==> src/rtl/core/qst_pkg.sv <==
// shared types, constants and lookup functions for the smallest-three quaternion packer
// no dependencies
`timescale 1ns / 1ps

package qst_pkg;

   // drop codes as they appear in bits 31:30 of the packed word
   localparam logic [1:0] DROP_X = 2'd0;
   localparam logic [1:0] DROP_Y = 2'd1;
   localparam logic [1:0] DROP_Z = 2'd2;
   localparam logic [1:0] DROP_W = 2'd3;

   // component index in w,x,y,z order
   localparam logic [1:0] COMP_W = 2'd0;
   localparam logic [1:0] COMP_X = 2'd1;
   localparam logic [1:0] COMP_Y = 2'd2;
   localparam logic [1:0] COMP_Z = 2'd3;

   localparam int SEARCH_BITS = 9;
   localparam int CODE_BITS   = 10;
   localparam int QUEUE_DEPTH = 4;
   localparam int QUEUE_PTR_BITS = 2;

   localparam logic [CODE_BITS-1:0] CODE_MID = 10'd512;
   localparam logic [CODE_BITS-1:0] CODE_NEG_BASE = 10'd511;

   typedef struct packed {
      logic full;
      logic empty;
   } fifo_status_type;

   function automatic logic [1:0] drop_code(input logic [1:0] comp);
      logic [1:0] code;
      case (comp)
         COMP_W: code = DROP_W;
         COMP_X: code = DROP_X;
         COMP_Y: code = DROP_Y;
         COMP_Z: code = DROP_Z;
         default: code = DROP_W;
      endcase
      return code;
   endfunction

   // source component of each kept field, field 0 in the low bits
   function automatic logic [1:0] kept_src(input logic [1:0] code, input logic [1:0] lane);
      logic [5:0] row;
      case (code)
         DROP_X: row = {COMP_W, COMP_Z, COMP_Y};
         DROP_Y: row = {COMP_W, COMP_Z, COMP_X};
         DROP_Z: row = {COMP_W, COMP_Y, COMP_X};
         DROP_W: row = {COMP_Z, COMP_Y, COMP_X};
         default: row = {COMP_Z, COMP_Y, COMP_X};
      endcase
      case (lane)
         2'd0: return row[1:0];
         2'd1: return row[3:2];
         2'd2: return row[5:4];
         default: return row[1:0];
      endcase
   endfunction

endpackage

==> src/rtl/core/qst_queue.sv <==
// short queue between front and back end
// depends on qst_pkg
`timescale 1ns / 1ps

module qst_queue #(
   parameter int WIDTH = 8
) (
   input  logic                    clock,
   input  logic                    reset,
   input  logic                    push,
   input  logic [WIDTH-1:0]        push_data,
   input  logic                    pop,
   output logic [WIDTH-1:0]        pop_data,
   output qst_pkg::fifo_status_type status
);

   logic [WIDTH-1:0] mem_ff [qst_pkg::QUEUE_DEPTH];
   logic [qst_pkg::QUEUE_PTR_BITS-1:0] wr_ptr_ff, wr_ptr_in;
   logic [qst_pkg::QUEUE_PTR_BITS-1:0] rd_ptr_ff, rd_ptr_in;
   logic [qst_pkg::QUEUE_PTR_BITS:0]   count_ff, count_in;

   always_comb begin
      wr_ptr_in = wr_ptr_ff + (push ? 1'b1 : 1'b0);
      rd_ptr_in = rd_ptr_ff + (pop ? 1'b1 : 1'b0);
      count_in  = count_ff;
      if (push && !pop) count_in = count_ff + 1'b1;
      if (pop && !push) count_in = count_ff - 1'b1;
   end

   always_ff @(posedge clock) begin
      if (reset) begin
         wr_ptr_ff <= '0;
         rd_ptr_ff <= '0;
         count_ff  <= '0;
      end else begin
         wr_ptr_ff <= wr_ptr_in;
         rd_ptr_ff <= rd_ptr_in;
         count_ff  <= count_in;
      end
   end

   always_ff @(posedge clock) begin
      if (push) mem_ff[wr_ptr_ff] <= push_data;
   end

   assign pop_data     = mem_ff[rd_ptr_ff];
   assign status.full  = (count_ff == (qst_pkg::QUEUE_PTR_BITS+1)'(qst_pkg::QUEUE_DEPTH));
   assign status.empty = (count_ff == '0);

endmodule

==> config.mk <==
export PLATFORM = sky130hd
export DESIGN_NAME = qst_queue
export DESIGN_NICKNAME = d
export VERILOG_FILES = /design/src/rtl/core/qst_pkg.sv /design/src/rtl/core/qst_queue.sv
export SDC_FILE = /design/constraint.sdc
export NUM_CORES = 1
export LEC_CHECK = 0
export BUFFER_PORTS_ARGS = -buffer_cell sky130_fd_sc_hd__clkbuf_2
export CORE_MARGIN = 2
export CORE_UTILIZATION = 40
export CTS_BUF_LIST = sky130_fd_sc_hd__clkbuf_8 sky130_fd_sc_hd__clkbuf_16
export DETAILED_ROUTE_END_ITERATION = 7
export HOLD_SLACK_MARGIN = 0.12
export REMOVE_ABC_BUFFERS = 1
export SKIP_LAST_GASP = 1
export SLEW_MARGIN = 40
export SYNTH_ARGS = -nofsm -noshare
export SYNTH_HDL_FRONTEND = slang
export SYNTH_SLANG_ARGS = --single-unit
==> constraint.sdc <==
create_clock -name clock -period 1.33 [get_ports clock]
set_input_delay 0.0665 -clock clock [delete_from_list [all_inputs] [get_ports clock]]
set_output_delay 0.0665 -clock clock [all_outputs]
set_load 0.005 [all_outputs]
Word-level counts from Yosys, hierarchy flattened --
Memory sizes are Yosys's and may differ from the RTL's. A register that Yosys moved wholly into a read port is not among the register bits. Cells that the tools add are included.
Storage, ports and cells: memory bits (writable) 32, bits in registers 7, output and inout bits 10, input bits 12, memories kept 1
Memory list:
- mem_ff | words 4, width 8, read ports 1, clocked after memory_dff 1, wr ports 1, line qst_queue.sv:17 | logic [WIDTH-1:0] mem_ff [qst_pkg::QUEUE_DEPTH];
Operators by class: $add $sub $neg 4, equal/unequal tests 1, reduce and logical (&&, ||, !) cells 6, muxes and demuxes 7
Operators with widths (number):
- 3-bit two-way mux | 2
- 2-bit by 1-bit adder with 2-bit output | 2
- 1-bit two-way mux | 4
- 3-bit by 1-bit adder with 3-bit output (second input constant) | 1
- 3-bit == test (second input constant) | 1
- 3-bit logical NOT | 1
- 3-bit by 1-bit subtractor with 3-bit output (second input constant) | 1
- 1-bit logical AND | 2
- 1-bit logical NOT | 2
- 2-bit two-way mux | 1
- 2-bit nonzero test | 1

Logic depth before layout (Yosys ltp) --
depth in word-level cells 4, gate-level depth with buffers 7

Least setup slack after synthesis --
No wires, ideal clock.
path type register -> register, start point reg count_ff[0] in the netlist's numbering, end point reg count_ff[2] in the netlist's numbering, setup slack -0.130 ns, clock period less this slack 1.460 ns, path buffers 0, data required time 1.260 ns, arrival 1.391 ns, cell stages (with the launch flop) 6, path through dfxtp_1 > inv_1 > fa_1 > xor2_1 > or3_1 > a21oi_1
On the way: cells in the longest elaborated chain, start to end 3, elaborated cells between the ends (all ways) 4, those cells by class 2 x add/sub; 2 x mux
Ends and longest elaborated chain:
- from (decl) | line qst_queue.sv:20 | logic [qst_pkg::QUEUE_PTR_BITS:0] count_ff, count_in;
- from (signal assigned) | line qst_queue.sv:38 | count_ff <= count_in;
- 3-bit by 1-bit adder with 3-bit output | line qst_queue.sv:26 | if (push && !pop) count_in = count_ff + 1'b1;
- 3-bit two-way mux | line qst_queue.sv:26
- 3-bit two-way mux * | line qst_queue.sv:27 | if (pop && !push) count_in = count_ff - 1'b1;
Mark *: on every way between the ends. The rest lies on a longest branch, timed or not. The select of a mux whose other input is x is not followed. A chain may end at the register's enable or synchronous reset.

==> summary.md <==
| Metric | Value |
|---|---|
| TritonCTS buffer count | 5 |
| Placer Congestion | 0.6609 |
| Final HPWL DP | 1.731 mm |
| Wire per inst | 13.57 microns |
| Worst setup EP type | primary output |
| Slew Limit Fails | 0 |
| Storage cell area | 1107 sq um |
| Filler Cell Count | 327 |
| Row count | 22 |
| Largest delay share family, worst path | multiplexers |
| Minimum clock period | 1.471 ns |
| Slew HR | 86.19% |
| Footprint of the multi-input gates | 369.1 sq um |
| Peak supply drop | 0.7788 mV |
| Die W | 65.14 microns |
| Worst Hold Class | in2reg |
| Final Setup Violations | 9 |
| Synth cell types | 19 |
| Share of cells above drive strength 1 | 43.94% |
| Post-synth ARST share | 0% |
| Worst-Margin Slew | 0.2050 ns |
| Clock skew | 0.007028 ns |
| Max incr delay on CP | 0.50 ns |
| Layout Utilization | 54.24% |
| Reg clk slew, reported paths | 0.07 ns |
| Syn Area/Cell | 18.93 sq um |
| Vias after detailed routing | 832 |
| EDFF count, synth | 32 |
| FMAX | 679.8 MHz |
| Port-buffer cells | 21 |
| Final WS setup | -0.1411 ns |
| ANT nets after route | 0 |
| P&R area growth vs syn | 31.80% |
| Final period utilization | 110.6% |
| Diodes inserted | 0 |
| 1st-iter DRT viols | 62 |
| Violated checks | negative setup slack |
| Core Region | 3633 sq um |
| Final Hold Violating Endpoints | 0 |
| Commonest non-fill, non-tap cell in the layout | edfxtp_1 |
| Chip height | 65.14 microns |
| Crit-path cells | buf_12, mux4_2, clkbuf_2 |
| Routed WL | 2.442 mm |
| CTS H-tree lvls | 2 |
| Synthesized flop and latch total | 39 |
| Nets | 147 |
| Largest net degree at the start of global routing | 12 |
| Highest-count cells in the layout ignoring fill and taps | edfxtp_1 (32), clkbuf_2 (21), buf_4 (15), dlygate4sd3_1 (9), mux4_2 (8) |
| Cells after DPL | 162 |
| Total die area | 4243 sq um |
| Starting density of the core | 41.15% |
| Clock Latency Late Sink | 0.28 ns |
| Antenna violations before repair | 0 |
| Primary FF master, synth | edfxtp_1 |
| Non-Filler Instances | 180 |
| Critical Path RT | 1.26 ns |
| Yosys warnings | 0 |
| Crit path max fanout | 6 |
| Tot Pwr | 0.002504 W |
| Startpoint Class | flip-flop |
| LEAKAGE | 0.7497 nW |
| Deepest clock path buffer count | 2 |
| Clock sinks | 39 |
| Crit path arrival time | 1.40 ns |
| Vias in the first global route | 881 |
| Synthesized cell area | 1495 sq um |
| DRT Pass-1 Iters | 4 |
| CTS tree | done |
| Drc violations | 0 |
| Cells after synthesis | 79 |
| Outcome | complete, but fails checks |
| Crit path kind | reg2out |
| WHS | 0.2382 ns |
| Total GRT Usage | 13.61% |
| Total grt overflow | 0 |
| Critical-path top delay cell | mux4_2 |
| Vias per std cell | 4.622 |
| Part of the Yosys area used for sequential elements | 73.64% |
| Buf/Inv on CP | 2 |
| Max-cap violations | 0 |
| RSZ-0062 raised after global routing | true |
| Power Dens Cells | 1271 nW/um^2 |
| IO Pins | 22 |
| Root buffer cell | clkbuf_8 |
| Global-route wire length before repair | 4.091 mm |
-- sequential cells by signal (all words and copies together) (netlist names) --
| register | count |
|---|---|
| mem_ff | 32 |
| rd_ptr_ff | 2 |
| wr_ptr_ff | 2 |
| count_ff | 3 |
-- metrics by stage --
step	worst slack, ns	cell area [sq um]	setup TNS [ns]
finish	-0.1411	1971	-1.051
global route	-0.1972	1971	-1.546
CTS	-0.1562	1959	-1.209
detailed placement	-0.1681	1777	-0.1681
global placement	-0.1094	1777	-0.1094
floorplan	-0.1304	1479	-1.124
-- per-layer routing --
metal  part of all wire [%]  vias up  track usage (%)
met2                     53       17            23.07
met5                      0        -                0
met1                     42      408            16.55
met3                    4.4        2            5.822
li1                       -      405                -
met4                   0.53        0            2.344
-- cell families (layout without fill, tap and decap cells) --
| logic type | after synthesis | count (layout) | synth area share [%] |
|---|---|---|---|
| buffers and inverters | 6 | 59 | 2.091 |
| XOR/XNOR | 4 | 4 | 2.344 |
| adder cells (fa/ha/maj) | 4 | 4 | 3.850 |
| multiplexers | 8 | 8 | 12.05 |
| AND/OR/NAND/NOR | 15 | 15 | 5.021 |
| flip-flops | 39 | 39 | 73.64 |
| AO/OA/AOI/OAI | 3 | 3 | 1.004 |
-- synth_stat cells, types with 2 or more instances --
master    instances  area [sq um]
xnor2_1           2         17.52
xor2_1            2         17.52
a21oi_1           2         10.01
nor2_1            6         22.52
mux4_2            8         180.2
inv_1             4         15.01
nor3_1            2         10.01
nor2b_1           2         12.51
dfxtp_1           7         140.1
ha_1              3         37.54
and3_1            2         12.51
edfxtp_1         32         960.9
-- path summary, 6_finish.rpt --
kind                     start  cells after the start  slack [ns]           end
setup reg to reg   count_ff[1]                      5       -0.05   count_ff[2]
setup / recovery  rd_ptr_ff[0]                      3       -0.14   pop_data[3]
hold / removal             pop                      4        0.24  rd_ptr_ff[0]
hold reg to reg    count_ff[2]                      2        0.53   count_ff[2]
-- power breakdown --
group / internal, W / switching [W] / total [W]
sequential: 0.00140 / 0.0000298 / 0.00142
combinational: 0.000215 / 0.000158 / 0.000372
clock: 0.000349 / 0.000358 / 0.000707
total: 0.00196 / 0.000545 / 0.00250
-- final cells by class --
cell class | instances | area share [%]
Multi-Input combinational cell | 34 | 18.73
Clock buffer | 5 | 3.492
Inverter | 4 | 0.7619
Clock inverter | 3 | 0.5714
Sequential cell | 39 | 56.19
Timing Repair Buffer | 47 | 17.21
Tap cell | 48 | 3.048
-- worst min-delay path, stage by stage --
cell and delay [ns]:
clkbuf_2 0.10, buf_4 0.10, ha_1 0.11, nor2b_1 0.11
-- timing repair --
| item | CTS | global route |
|---|---|---|
| hold buffers | 9 | 0 |
| setup buffers | 0 | 1 |
| hold endpoints to repair | 39 | 0 |
| pin swaps | 2 | 0 |
| resized for setup | 8 | 1 |
| endpoints found under the setup margin | 9 | 9 |
Power figures use the tool's default switching activity.
