File: src/rtl/core/qst_pkg.sv
// shared types, constants and lookup functions for the smallest-three quaternion packer
// no dependencies
`timescale 1ns / 1ps

package qst_pkg;

   // drop codes as they appear in bits 31:30 of the packed word
   localparam logic [1:0] DROP_X = 2'd0;
   localparam logic [1:0] DROP_Y = 2'd1;
   localparam logic [1:0] DROP_Z = 2'd2;
   localparam logic [1:0] DROP_W = 2'd3;

   // component index in w,x,y,z order
   localparam logic [1:0] COMP_W = 2'd0;
   localparam logic [1:0] COMP_X = 2'd1;
   localparam logic [1:0] COMP_Y = 2'd2;
   localparam logic [1:0] COMP_Z = 2'd3;

   localparam int SEARCH_BITS = 9;
   localparam int CODE_BITS   = 10;
   localparam int QUEUE_DEPTH = 4;
   localparam int QUEUE_PTR_BITS = 2;

   localparam logic [CODE_BITS-1:0] CODE_MID = 10'd512;
   localparam logic [CODE_BITS-1:0] CODE_NEG_BASE = 10'd511;

   typedef struct packed {
      logic full;
      logic empty;
   } fifo_status_type;

   function automatic logic [1:0] drop_code(input logic [1:0] comp);
      logic [1:0] code;
      case (comp)
         COMP_W: code = DROP_W;
         COMP_X: code = DROP_X;
         COMP_Y: code = DROP_Y;
         COMP_Z: code = DROP_Z;
         default: code = DROP_W;
      endcase
      return code;
   endfunction

   // source component of each kept field, field 0 in the low bits
   function automatic logic [1:0] kept_src(input logic [1:0] code, input logic [1:0] lane);
      logic [5:0] row;
      case (code)
         DROP_X: row = {COMP_W, COMP_Z, COMP_Y};
         DROP_Y: row = {COMP_W, COMP_Z, COMP_X};
         DROP_Z: row = {COMP_W, COMP_Y, COMP_X};
         DROP_W: row = {COMP_Z, COMP_Y, COMP_X};
         default: row = {COMP_Z, COMP_Y, COMP_X};
      endcase
      case (lane)
         2'd0: return row[1:0];
         2'd1: return row[3:2];
         2'd2: return row[5:4];
         default: return row[1:0];
      endcase
   endfunction

endpackage

File: src/rtl/core/qst_front.sv
// front end: takes quaternions, forms magnitudes, squares, sum of squares, drop choice and scaled kept squares
// depends on qst_pkg
`timescale 1ns / 1ps

module qst_front #(
   parameter int COMPONENT_BITS = 18
) (
   input  logic                                clock,
   input  logic                                reset,
   input  logic                                req_valid,
   output logic                                req_ready,
   input  logic signed [COMPONENT_BITS-1:0]    req_quat_w,
   input  logic signed [COMPONENT_BITS-1:0]    req_quat_x,
   input  logic signed [COMPONENT_BITS-1:0]    req_quat_y,
   input  logic signed [COMPONENT_BITS-1:0]    req_quat_z,
   output logic                                out_valid,
   input  logic                                out_ready,
   output logic [2*COMPONENT_BITS+2+3*(2*COMPONENT_BITS+20)+5:0] out_item
);

   localparam int C  = COMPONENT_BITS;
   localparam int QW = 2 * C;
   localparam int SW = 2 * C + 2;
   localparam int RW = 2 * C + 20;

   logic adv;

   // stage a: sign and magnitude
   logic         a_vld_ff;
   logic [C-1:0] a_mag_ff [4];
   logic [C-1:0] a_mag_in [4];
   logic [3:0]   a_neg_ff;
   logic [3:0]   a_neg_in;
   logic [C-1:0] raw [4];

   // stage b: squares and largest component
   logic          b_vld_ff;
   logic [QW-1:0] b_sq_ff [4];
   logic [QW-1:0] b_sq_in [4];
   logic [3:0]    b_neg_ff;
   logic [3:0]    b_neg_in;
   logic [1:0]    b_best_ff;
   logic [1:0]    b_best_in;

   // stage c: sum, scaled kept squares
   logic          c_vld_ff;
   logic [SW-1:0] c_s_ff;
   logic [SW-1:0] c_s_in;
   logic [RW-1:0] c_r_ff [3];
   logic [RW-1:0] c_r_in [3];
   logic [2:0]    c_neg_ff;
   logic [2:0]    c_neg_in;
   logic          c_zero_ff;
   logic [1:0]    c_code_ff;
   logic [1:0]    c_code_in;

   assign adv       = !c_vld_ff || out_ready;
   assign req_ready = adv;
   assign out_valid = c_vld_ff;

   assign raw[0] = req_quat_w;
   assign raw[1] = req_quat_x;
   assign raw[2] = req_quat_y;
   assign raw[3] = req_quat_z;

   always_comb begin
      for (int i = 0; i < 4; i++) begin
         a_neg_in[i] = raw[i][C-1];
         // most negative value wraps to 2^(C-1), which is right as unsigned
         a_mag_in[i] = a_neg_in[i] ? (~raw[i] + C'(1)) : raw[i];
      end
   end

   always_comb begin
      logic [1:0] best;
      best = qst_pkg::COMP_W;
      if (a_mag_ff[1] > a_mag_ff[best]) best = qst_pkg::COMP_X;
      if (a_mag_ff[2] > a_mag_ff[best]) best = qst_pkg::COMP_Y;
      if (a_mag_ff[3] > a_mag_ff[best]) best = qst_pkg::COMP_Z;
      b_best_in = best;
      for (int i = 0; i < 4; i++) begin
         b_sq_in[i]  = QW'(a_mag_ff[i]) * QW'(a_mag_ff[i]);
         b_neg_in[i] = a_neg_ff[i] ^ a_neg_ff[best];
      end
   end

   always_comb begin
      logic [1:0]    src;
      logic [RW-1:0] sq;
      c_s_in = SW'(b_sq_ff[0]) + SW'(b_sq_ff[1]) + SW'(b_sq_ff[2]) + SW'(b_sq_ff[3]);
      c_code_in = qst_pkg::drop_code(b_best_ff);
      for (int l = 0; l < 3; l++) begin
         src = qst_pkg::kept_src(c_code_in, 2'(l));
         sq  = RW'(b_sq_ff[src]);
         // times 1023^2 = 2^20 - 2^11 + 1
         c_r_in[l]   = (sq << 20) - (sq << 11) + sq;
         c_neg_in[l] = b_neg_ff[src] && (b_sq_ff[src] != '0);
      end
   end

   always_ff @(posedge clock) begin
      if (reset) begin
         a_vld_ff <= 1'b0;
         b_vld_ff <= 1'b0;
         c_vld_ff <= 1'b0;
      end else if (adv) begin
         a_vld_ff <= req_valid;
         b_vld_ff <= a_vld_ff;
         c_vld_ff <= b_vld_ff;
      end
   end

   always_ff @(posedge clock) begin
      if (adv) begin
         a_mag_ff  <= a_mag_in;
         a_neg_ff  <= a_neg_in;
         b_sq_ff   <= b_sq_in;
         b_neg_ff  <= b_neg_in;
         b_best_ff <= b_best_in;
         c_s_ff    <= c_s_in;
         c_r_ff    <= c_r_in;
         c_neg_ff  <= c_neg_in;
         c_zero_ff <= (c_s_in == '0);
         c_code_ff <= c_code_in;
      end
   end

   assign out_item = {c_code_ff, c_zero_ff, c_neg_ff, c_r_ff[2], c_r_ff[1], c_r_ff[0], c_s_ff};

endmodule

File: config.mk
export PLATFORM = sky130hd
export DESIGN_NAME = qst_front
export DESIGN_NICKNAME = d
export VERILOG_FILES = /design/src/rtl/core/qst_pkg.sv /design/src/rtl/core/qst_front.sv
export SDC_FILE = /design/constraint.sdc
export NUM_CORES = 2
export LEC_CHECK = 0
export BUFFER_PORTS_ARGS = -buffer_cell sky130_fd_sc_hd__buf_2
export CAP_MARGIN = 20
export CORE_MARGIN = 3
export CORE_UTILIZATION = 40
export CTS_CLUSTER_DIAMETER = 150
export DETAILED_ROUTE_END_ITERATION = 16
export SYNTH_ARGS = -nofsm -noshare
export SYNTH_HDL_FRONTEND = slang
export SYNTH_SLANG_ARGS = --single-unit
export TNS_END_PERCENT = 50
File: constraint.sdc
create_clock -name clock -period 37.6 [get_ports clock]
set_clock_uncertainty 0.15 [all_clocks]
set_input_delay 7.52 -clock clock [delete_from_list [all_inputs] [get_ports clock]]
set_output_delay 7.52 -clock clock [all_outputs]
set_load 0.02 [all_outputs]
# Word level (Yosys, flattened, before mapping)
# Cells that the tools add are included.
# totals
ff_bits,441
latchBits,0
ramBits,0
mem_bits_ro,0
input_bits,76
out_inout_bits,214
word_cells,116
mem_count,0
# op_classes
addsub,13
mul,4
n_div,0
order_cmp,12
eq_ne,6
shifts,0
mux,32
n_bitwise,13
reduce_logical,11
# ops
operator,n
binary-select mux 36 bit (select 2 bit),3
2-to-1 mux 36 bit,6
adder 56 x 36 -> 56 bit,3
subtractor 56 x 47 -> 56 bit,3
multiplier 18 x 18 -> 36 bit,4
nonzero test 36 bit,3
"adder 18 x 1 -> 18 bit, second input constant",4
binary-select mux 18 bit (select 2 bit),2
2-to-1 mux 18 bit,4
NOT 18 bit,4
2-to-1 mux 17 bit,4
greater-than comparator 18 bit,3
adder 37 x 36 -> 38 bit,1
adder 38 x 36 -> 38 bit,1
logical NOT 38 bit,1
adder 36 x 36 -> 37 bit,1
one-hot mux 6 bit (4 select lines),1
"greater-or-equal comparator 3 bit, second input constant",5
NOT 2 -> 3 bit,5
"less-than comparator 2 x 3 -> 1 bit, second input constant",4
binary-select mux 1 bit (select 2 bit),4
"equality test 2 bit, second input constant",4
one-hot mux 2 bit (4 select lines),1
2-to-1 mux 1 bit,5
7 further kinds,15

# Longest topological paths before layout
# logic_depth
word_depth,17
ltp_mapped,37
mapped_depth_nobuf,32

# Least setup slack after synthesis
# OpenSTA, ideal clock, no wires.
# synth_path
kind,input-to-output
startpoint,in out_ready
endpoint,out req_ready
arrival_time_ns,18.021
required_time_ns,29.930
slack_ns,11.909
cell_stages,1
n_path_buf,0
path_cell_list,nand2b_1
# synth_via
elab_chain_cells,1
# synth_rtl
item,line_no,text
start: declaration,qst_front.sv:17,"input logic out_ready,"
logical OR 1 bit,qst_front.sv:57,assign adv = !c_vld_ff || out_ready;
end: declaration,qst_front.sv:11,"output logic req_ready,"
# No other way between the ends.

# Worst setup path in the final report
# Ends and elaborated chain as after synthesis.

==> summary.md <==
| Metric | Value |
|---|---|
| Critical path endpoint category | primary output |
| Final setup violation count | 0 |
| Initial core utilization | roughly 40% |
| Aggregate global-route resource usage | between 20% and 30% |
| Clock transition at path regs | ~0.06 ns |
| Die area | 174,000 sq um |
| Commonest non-fill, non-tap cells in the layout | inv_1 (1,435), fa_1 (985), ha_1 (787), nand2_1 (506), edfxtp_1 (431) |
| Final WL | slightly below 200,000 um |
| Netlist cell types | 92 |
| Highest net fanout along the worst path | 72 |
| Iteration-0 DRC count of the detailed router | around 3.2k |
| Antenna violations before repair | 17 |
| Htree depth | 2 |
| RSZ-0062 raised after global routing | no |
| Vias in the first global route | between 50k and 60k |
| GPL Wtd Cong | 0.945 |
| Yosys reg bits | roughly 430 |
| DP Area | roughly 71,000 sq um |
| Nets | between 8k and 9k |
| Post-Syn Instances | just under 7k |
| DR vias/cell | roughly 5.2 |
| Latest clock arrival within the worst-skew pair | approximately 0.67 ns |
| First-pass GRT wire length | around 300,000 um |
| Final Hold Vio Count | 0 |
| Most common library cell in the layout ignoring fill and taps | inv_1 |
| Async SR Flop Fraction | 0% |
| Share of cells above drive strength 1 | about 7.6% |
| Drt pass-1 iters | 5 |
| Clock sink count | ~430 |
| Slew Limit Headroom | about a quarter |
| Detail Route Antenna Nets | 0 |
| Die Height | ~420 um |
| Setup_tns | 0 ns |
| Root Buffer | clkbuf_16 |
| Pin count of the biggest net entering global routing | 172 |
| Overflow after GRT | 0 |
| Startpoint types | input pin |
| Worst hold stages | 2 |
| R2r worst-path depth | 22 |
| Die width | 417 um |
| Drt drc | 0 |
| Worst min path class | register to register |
| Ports | 290 |
| Crit path kind | input pin to primary output |
| Final Cell Area | 73,300 sq um |
| Place WS | between 20 and 25 ns |
| Ys flop type | edfxtp_1 |
| CTS tree | yes |
| Fin crit period | around 16 ns |
| Worst-Margin Slew | about 1.1 ns |
| IO Port Bufs | ~290 |
| CTS Hold Buffers Added | 0 |
| Final HPWL from detailed placement | roughly 160,000 um |
| Netlist Area Pre-Place | around 67,000 sq um |
| Syn Area/Cell | about 9.8 sq um |
| FP Rows | 150 |
| Final Cycle Share | a little over two fifths |
| Core footprint | ~170,000 sq um |
| Routed wire per std cell | between 20 and 25 um |
| Syn-to-layout area delta | 8.60% |
| TritonCTS Buffers | 55 |
| Max-cap violations | 0 |
| Part of the Yosys area used for sequential elements | 19.3% |
| Data required time of the critical path | approximately 30 ns |
| Fmax | between 60 and 70 MHz |
| Arrival @ worst endpoint | between 8 and 9 ns |
| Post-CTS Resized | 0 |
| Max Buffers Root-to-Sink | 3 |
| Filler instances | between 15k and 20k |
| Setup repair bufs after CTS | 0 |
| Status | completed |
| Syn. warnings | 0 |
| Number of synthesized flops with an enable pin | around 430 |
| Worst Slack Setup Final | between 20 and 25 ns |
| Slew Viols, Final | 0 |
| Vias | 49.1k |
final cells by class:
class	instances	area, sq um	area share [%]
Antenna cell	6	15.0	0.0205
Clock buffer	61	1400	1.91
Clock inverter	38	429	0.586
Inverter	1451	5450	7.43
Multi-Input combinational cell	4859	48400	66.0
Sequential cell	434	13000	17.7
Tap cell	2204	2760	3.76
Timing Repair Buffer	343	1870	2.55
flip-flops by register name, indices dropped and copies added, names as in the netlist:
| name | count |
|---|---|
| b_vld_ff | 1 |
| b_neg_ff | 4 |
| c_zero_ff | 1 |
| out_item | 165 |
| a_neg_ff | 4 |
| c_neg_ff | 3 |
| b_best_ff | 2 |
| b_sq_ff | 140 |
| a_vld_ff | 1 |
| out_valid | 1 |
| a_mag_ff | 72 |
| c_s_ff | 38 |
| c_code_ff | 2 |
stage by stage:
step | hold slack [ns] | std cells | util (%)
2_1_floorplan | 0.269 | 6921 | -
3_3_place_gp | 0.278 | 9290 | 42.7
3_5_place_dp | 0.283 | 9290 | 42.7
4_1_cts | 0.293 | 9389 | 43.8
5_1_grt | 0.323 | 9393 | 43.8
6_report | 0.293 | 9396 | 43.8
per-layer routing:
| metal | track usage, % | part of all wire (%) | up-vias |
|---|---|---|---|
| met4 | 8.52 | 4.4 | 2 |
| met2 | 36.8 | 46 | 1431 |
| met5 | 0 | 0.0067 | - |
| li1 | - | - | 22900 |
| met3 | 3.25 | 6.3 | 318 |
| met1 | 30.3 | 43 | 24500 |
synthesized netlist by cell type, types with 15 or more instances:
cell	number	area, sq um
edfxtp_1	431	12900
o21bai_1	48	360
o31ai_1	43	323
mux2_2	56	631
ha_1	789	9870
nand2b_1	45	282
nand3_1	87	435
or2_2	23	144
clkbuf_1	153	574
mux2i_1	84	841
a211oi_1	25	188
inv_1	1435	5390
o21a_1	37	278
and3_1	44	275
a21oi_1	321	1610
nand4_1	62	388
and2_1	155	970
fa_1	985	19700
nor4_1	15	93.8
a21o_1	192	1440
xor2_1	106	928
nor3_1	52	260
nor2_1	383	1440
o21ai_0	192	961
a31oi_1	41	257
o211ai_1	18	135
nor2b_1	54	338
or3_1	24	150
nand2_1	506	1900
xnor2_1	282	2470
critical path: stages:
cell,delay (ns)
buf_2,0.08
nand2b_4,0.79
buf_2,0.31
final timing paths:
check	from	endpoint	slack (ns)
worst min register to register	b_vld_ff$_SDFFE_PP0P_	out_valid$_SDFFE_PP0P_	0.29
worst max-delay path	out_ready	req_ready	21.19
worst max register to register	a_mag_ff[57]$_DFFE_PP_	b_sq_ff[142]$_DFFE_PP_	29.28
worst min-delay path	b_vld_ff$_SDFFE_PP0P_	out_valid$_SDFFE_PP0P_	0.29
cells by family (layout without fill, tap and decap cells):
logic type / after synthesis / in the layout / synth area share (%)
mux: 140 / 140 / 2.18
fa+ha+maj: 1774 / 1774 / 43.9
xor+xnor: 389 / 389 / 5.08
flops: 434 / 434 / 19.3
buf+inv: 1628 / 1893 / 9.13
simple gates: 1505 / 1505 / 10.6
other cells: 2 / 12 / 0.0111
compound gates: 1045 / 1045 / 9.92
Power is not shown: default switching activity piles up to over one toggle a cycle in this logic, so the estimate is an artifact.
